[config.mk]
export PLATFORM = sky130hd
export DESIGN_NAME = cpt_queue
export DESIGN_NICKNAME = d
export VERILOG_FILES = /design/src/hdl/cpt_pkg.sv /design/src/hdl/cpt_queue.sv
export SDC_FILE = /design/constraint.sdc
export NUM_CORES = 1
export LEC_CHECK = 0
export BUFFER_PORTS_ARGS = -buffer_cell sky130_fd_sc_hd__buf_2
export CORE_MARGIN = 2
export CORE_UTILIZATION = 35
export DETAILED_ROUTE_END_ITERATION = 6
export MAX_ROUTING_LAYER = met4
export PLACE_DENSITY_LB_ADDON = 0.12
export SYNTH_ARGS = -nofsm -noshare
export SYNTH_HDL_FRONTEND = slang
export SYNTH_SLANG_ARGS = --single-unit
[constraint.sdc]
create_clock -name clock -period 14 [get_ports clock]
set_input_delay 0.7 -clock clock [delete_from_list [all_inputs] [get_ports clock]]
set_output_delay 0.7 -clock clock [all_outputs]
set_load 0.1 [all_outputs]
[src/hdl/cpt_pkg.sv]
// shared types and constants of the closest point on triangle block
package cpt_pkg;

   localparam int COORD_W     = 24;
   localparam int DIFF_W      = COORD_W + 1;
   localparam int DOT_W       = 52;
   localparam int HALF_W      = DOT_W / 2;
   localparam int PROD_W      = 2 * DOT_W;
   localparam int NUM_W       = 108;
   localparam int LIMIT_W     = 52;
   localparam int WEIGHT_W    = 17;
   localparam int DIV_STEPS   = 32;
   localparam int FRAC_W      = DIV_STEPS + 1;
   localparam int DIV_LAT     = DIV_STEPS + 2;
   localparam int QUEUE_DEPTH = 4;

   localparam logic [WEIGHT_W-1:0] WEIGHT_ONE = WEIGHT_W'(65536);

   typedef logic signed [COORD_W-1:0] coord_type;
   typedef logic signed [DIFF_W-1:0]  diff_type;
   typedef logic signed [NUM_W-1:0]   num_type;

   localparam coord_type COORD_MAX = {1'b0, {(COORD_W-1){1'b1}}};
   localparam coord_type COORD_MIN = {1'b1, {(COORD_W-1){1'b0}}};

   typedef enum logic [2:0] {
      REG_EARLY   = 3'd0,
      REG_VERT_A  = 3'd1,
      REG_VERT_B  = 3'd2,
      REG_EDGE_AB = 3'd3,
      REG_VERT_C  = 3'd4,
      REG_EDGE_AC = 3'd5,
      REG_EDGE_BC = 3'd6,
      REG_FACE    = 3'd7
   } region_type;

   typedef struct packed {
      coord_type x;
      coord_type y;
      coord_type z;
   } vec_type;

   typedef struct packed {
      diff_type x;
      diff_type y;
      diff_type z;
   } dvec_type;

   typedef struct packed {
      coord_type point_x;
      coord_type point_y;
      coord_type point_z;
      coord_type corner_a_x;
      coord_type corner_a_y;
      coord_type corner_a_z;
      coord_type corner_b_x;
      coord_type corner_b_y;
      coord_type corner_b_z;
      coord_type corner_c_x;
      coord_type corner_c_y;
      coord_type corner_c_z;
   } req_type;

   typedef struct packed {
      coord_type            nearest_x;
      coord_type            nearest_y;
      coord_type            nearest_z;
      logic [WEIGHT_W-1:0]  weight_a;
      logic [WEIGHT_W-1:0]  weight_b;
      logic [WEIGHT_W-1:0]  weight_c;
      region_type           region;
   } rsp_type;

   // classified work handed from the front to the back
   typedef struct packed {
      region_type region;
      vec_type    base;
      dvec_type   e1;
      dvec_type   e2;
      num_type    num0;
      num_type    num1;
      num_type    den;
   } task_type;

endpackage

[src/hdl/cpt_queue.sv]
// short queue of classified transactions between front and back
module cpt_queue (
   input  logic                clock,
   input  logic                reset,
   input  logic                push,
   input  cpt_pkg::task_type   push_data,
   output logic                full,
   input  logic                pop,
   output logic                pop_valid,
   output cpt_pkg::task_type   pop_data
);

   localparam int PTR_W = $clog2(cpt_pkg::QUEUE_DEPTH);

   cpt_pkg::task_type mem_ff [cpt_pkg::QUEUE_DEPTH];
   logic [PTR_W-1:0] wr_ptr_ff, rd_ptr_ff;
   logic [PTR_W:0]   count_ff, count_in;

   assign full      = (count_ff == (PTR_W+1)'(cpt_pkg::QUEUE_DEPTH));
   assign pop_valid = (count_ff != '0);
   assign pop_data  = mem_ff[rd_ptr_ff];

   always_comb begin
      count_in = count_ff;
      if (push && !pop) begin
         count_in = count_ff + 1'b1;
      end else if (pop && !push) begin
         count_in = count_ff - 1'b1;
      end
   end

   always_ff @(posedge clock) begin
      if (reset) begin
         wr_ptr_ff <= '0;
         rd_ptr_ff <= '0;
         count_ff  <= '0;
      end else begin
         count_ff <= count_in;
         if (push) begin
            wr_ptr_ff <= wr_ptr_ff + 1'b1;
         end
         if (pop) begin
            rd_ptr_ff <= rd_ptr_ff + 1'b1;
         end
      end
   end

   always_ff @(posedge clock) begin
      if (push) begin
         mem_ff[wr_ptr_ff] <= push_data;
      end
   end

endmodule

* After elaboration in Yosys (flattened, before gate mapping)
Memory sizes are Yosys's and may differ from the RTL's. A register that Yosys moved wholly into a read port is not among the register bits.
Index checks and enable logic that the tools add are counted.
** Word-level totals
- Register bits after elaboration :: 7
- Bits in writable memories :: 2196
- Input bits :: 553
- Output and inout bits :: 551
- Word-level logic and storage cells :: 21
- Memories :: 1
** Memory list
- mem_ff :: depth 4, width 549, rd ports 1, clocked after Yosys merged registers in 1, wr ports 1, RTL line cpt_queue.sv:15 : cpt_pkg::task_type mem_ff [cpt_pkg::QUEUE_DEPTH];
** Operators by class
- Add/subtract/negate cells :: 4
- Equal/unequal tests :: 1
- Multiplexer cells :: 6
- Reduce and logical (&&, ||, !) cells :: 6
** Operator list (count)
- $mux W3 :: 2
- $add A2 B1 Y2 const B :: 2
- $mux W2 :: 2
- $add A3 B1 Y3 const B :: 1
- $eq A3 B3 Y1 const B :: 1
- $reduce_bool A3 Y1 :: 1
- $sub A3 B1 Y3 const B :: 1
- $logic_and A1 B1 Y1 :: 2
- $logic_not A1 Y1 :: 2
- $mux W1 :: 2
- $reduce_bool A2 Y1 :: 1

* Depth between registers and ports, before layout
- Word-level depth :: 4
- Gate-level depth with buffers :: 7
- Depth with buffers taken out :: 7

* Worst setup path after synthesis
Ideal clock, no wire load.
- Path type :: input port to flip-flop
- Start point :: input port push
- End point :: memory mem_ff[0][0] (netlist bit) (enable)
- Setup time :: 0.983 ns
- Arrival time :: 13.016 ns
- Required time :: 13.017 ns
- Path slack :: 0.001 ns
- Stages :: 1
- Path buffers :: 0
- Cells stage by stage :: and2_1
** Between the ends
- Cells in the longest elaborated chain, start to end :: 2
** Ends and longest elaborated chain
- start, declared :: RTL line cpt_queue.sv:5 : input logic push,
- $mux W1 :: RTL line cpt_queue.sv:49 : if (push) begin
- $mux W1 (not written as such) :: RTL line cpt_queue.sv:50 : mem_ff[wr_ptr_ff] <= push_data;
- end, declared :: RTL line cpt_queue.sv:15
No other way between the ends.

==> flow_summary.ini <==
[outcome]
status = completed

[sta]
setup_viol = 0
rsz0062_at_grt = no
setup-tns-final_ns = 0
skew_ns = 0.0411
finalMaxSlewViolations = 0
hold_violations = 0
max_slew_margin_pct = 23.5
setup_slack_ns = 8.37
clock.fmax_mhz = 178
fin_crit_sh_pct = 40.2
worst_pin_slew_ns = 1.15
post-route-min-period_ns = 5.63

[global_route]
grt_usage_pct = 18.0
grt_pass1_wl_mm = 290
grt_max_degree = 133
grt_antenna_before_repair = 136
grt_overflow = 0
grt_pass1_vias = 39664

[clock_tree]
cts.sinks = 2205
ctsHoldBuffers = 381
numCtsBuffers = 229
clk_root_buffer_cell = clkbuf_16
postCtsSetupRepairBufs = 0
cts_tree = done
cts_resized = 0
clk_pin_slew_ns = 0.06
clkLatencyLatePin_ns = 0.86
htree_levels = 4
clockBufferDepth = 3

[logic_synthesis]
yosysMostFrequentCell = edfxtp_1
synth_cell_types = 20
synth_compound_area_share_pct = 0.0126
yosys_warnings = 0
async_flop_share_pct = 0
synth-xor-area-share_pct = 0.0549
synth_edf_count = 2196
syn_avg_cell_area_sq_um = 27.4
synth_area_sq_um = 79700
syn_inst = 2911
synth_top_family_by_area = multiplexers
synth-simple-area-share_pct = 0.0942
synthAdderAreaFrac_pct = 0.104
synth_seq_cells = 2205
yosysTopAreaCell = edfxtp_1
synth-main-ff-cell = edfxtp_1
yosys.area.top_type_share_pct = 82.7
yosysSeqAreaShare_pct = 83.0
synthMuxAreaShare_pct = 15.5
ys_top_cells_by_area = edfxtp_1, mux4_2, buf_6
synth_nets = 3470
yosys-top-cells-count = edfxtp_1, mux4_2, buf_6, buf_2, dfxtp_1

[power_and_ir_drop]
leakage_uw = 0.0331
power.density_nw_per_um2 = 168
fin_total_pwr_uw = 16700
peakVddDrop_v = 0.000128

[layout]
finalNonFillerCells = 7856
drive_above_1_share_pct = 42.4
syn_to_final_growth_pct = 25.2
utilization_pct = 44.0
nNetsFinal = 5115

[place]
place_hpwl_mm = 132
gp_congestion = 0.764
portBuffers = 1103
dp_slack_ns = 8.96
dp.cells = 6953

[worst_setup_path]
cp_data_arrival_time_ns = 4.93
r2r_end = mem_ff[1][298]
r2r_slack_ns = 9.73
crit_path_max_fanout = 92
cp.required_ns = 13.30
critPathLaunchType = flip-flop
crit_type = flip-flop to output port
r2r_start = wr_ptr_ff[1]
reg2regPathDepth = 6
crit_path_end_kind = output port

[job]
maxCapViolCount = 0

[route]
via_per_inst = 4.81
finalWirelength_mm = 206
wl_met3_mm = 19.6
drt-initial-drc-count = 2400
wl_per_cell_um = 26.2
dr_wl_met2_mm = 101
vias = 37783
post-route-drc-count = 0
drt_first_pass_iters = 5
wl_met1_mm = 79.0
ant_nets = 0
routed.top_layer = met4

[floorplan]
die-area_sq_um = 232000
io_pins = 1104
design.core.area_sq_um = 227000
die_width_um = 481
dieHeight_um = 481
initial_core_util_pct = 35.1
rows = 175

[worst_hold_path]
holdPathEnd = mem_ff[2][5]
hold_class = input port to flip-flop
hold_path_depth = 1
min_from = push_data[5]
[report_power, final]
| group | total (uW) | internal [uW] | switching [uW] |
|---|---|---|---|
| clock | 5810 | 3310 | 2500 |
| combinational | 3250 | 663 | 2590 |
| sequential | 7670 | 7600 | 68.1 |
| total | 16700 | 11600 | 5160 |
[cell type report]
class | instances | area [sq um]
clock inverters | 137 | 1150
diodes | 95 | 238
well taps | 3009 | 3760
fillers | 19691 | 127000
flip-flops and latches | 2205 | 66100
clock buffers | 290 | 6020
multi-input cells | 579 | 12600
inverters | 4 | 15.0
repair buffers | 1537 | 9840
[worst max path at each step]
stage	from	endpoint	slack (ns)	cells past startpoint
global route	flip-flop	pop_data[472]	7.85	5
CTS	flip-flop	pop_data[472]	8.02	5
finish	flip-flop	pop_data[494]	8.37	5
detailed placement	flip-flop	pop_data[494]	8.96	5
floorplan	push	mem_ff[0][0]	0.0006	1
global placement	flip-flop	pop_data[494]	8.99	5
[critical path, cell delays in order, from the launching register on]
cell and delay [ns]:
dfxtp_4 0.75, buf_12 0.63, buf_4 0.74, buf_4 0.78, mux4_2 0.60, buf_2 0.32
[metal layers]
metal	track usage (%)	vias to the layer above
li1	-	16236
met1	21.1	19932
met2	28.4	1246
met3	6.95	369
met4	5.80	0
met5	-	-
[cells by family after synthesis]
| logic type | count (synthesis) |
|---|---|
| and+or+nand+nor | 15 |
| buffers and inverters | 127 |
| DFF | 2205 |
| muxes | 551 |
| adders and majority gates | 6 |
| AOI/OAI and AO/OA | 2 |
| xor gates and xnor gates | 5 |
[cell usage in the layout, fill, tap and decap left out, types with 8 or more instances in the layout]
| master | instances |
|---|---|
| buf_2 | 1103 |
| buf_12 | 9 |
| buf_4 | 44 |
| mux4_2 | 549 |
| clkinv_2 | 36 |
| clkinvlp_4 | 8 |
| edfxtp_1 | 2196 |
| clkinv_1 | 64 |
| clkbuf_1 | 58 |
| diode_2 | 95 |
| inv_6 | 8 |
| dlygate4sd3_1 | 381 |
| clkbuf_16 | 232 |
| bufinv_16 | 15 |
[stage by stage]
stage / area [sq um] / hold WS, ns
final: 99800 / 0.0715
after global routing: 99700 / 0.00668
after CTS: 99500 / 0.0000198
after detailed placement: 88500 / 0.494
after global placement: 88500 / 0.487
after floorplan: 79700 / 0.461
[flip-flops by register name, summed over array words and instances (netlist names), named ones only]
| signal | count |
|---|---|
| count_ff | 3 |
| mem_ff | 2196 |
| rd_ptr_ff | 2 |
| wr_ptr_ff | 2 |
Power figures use the tool's default switching activity.
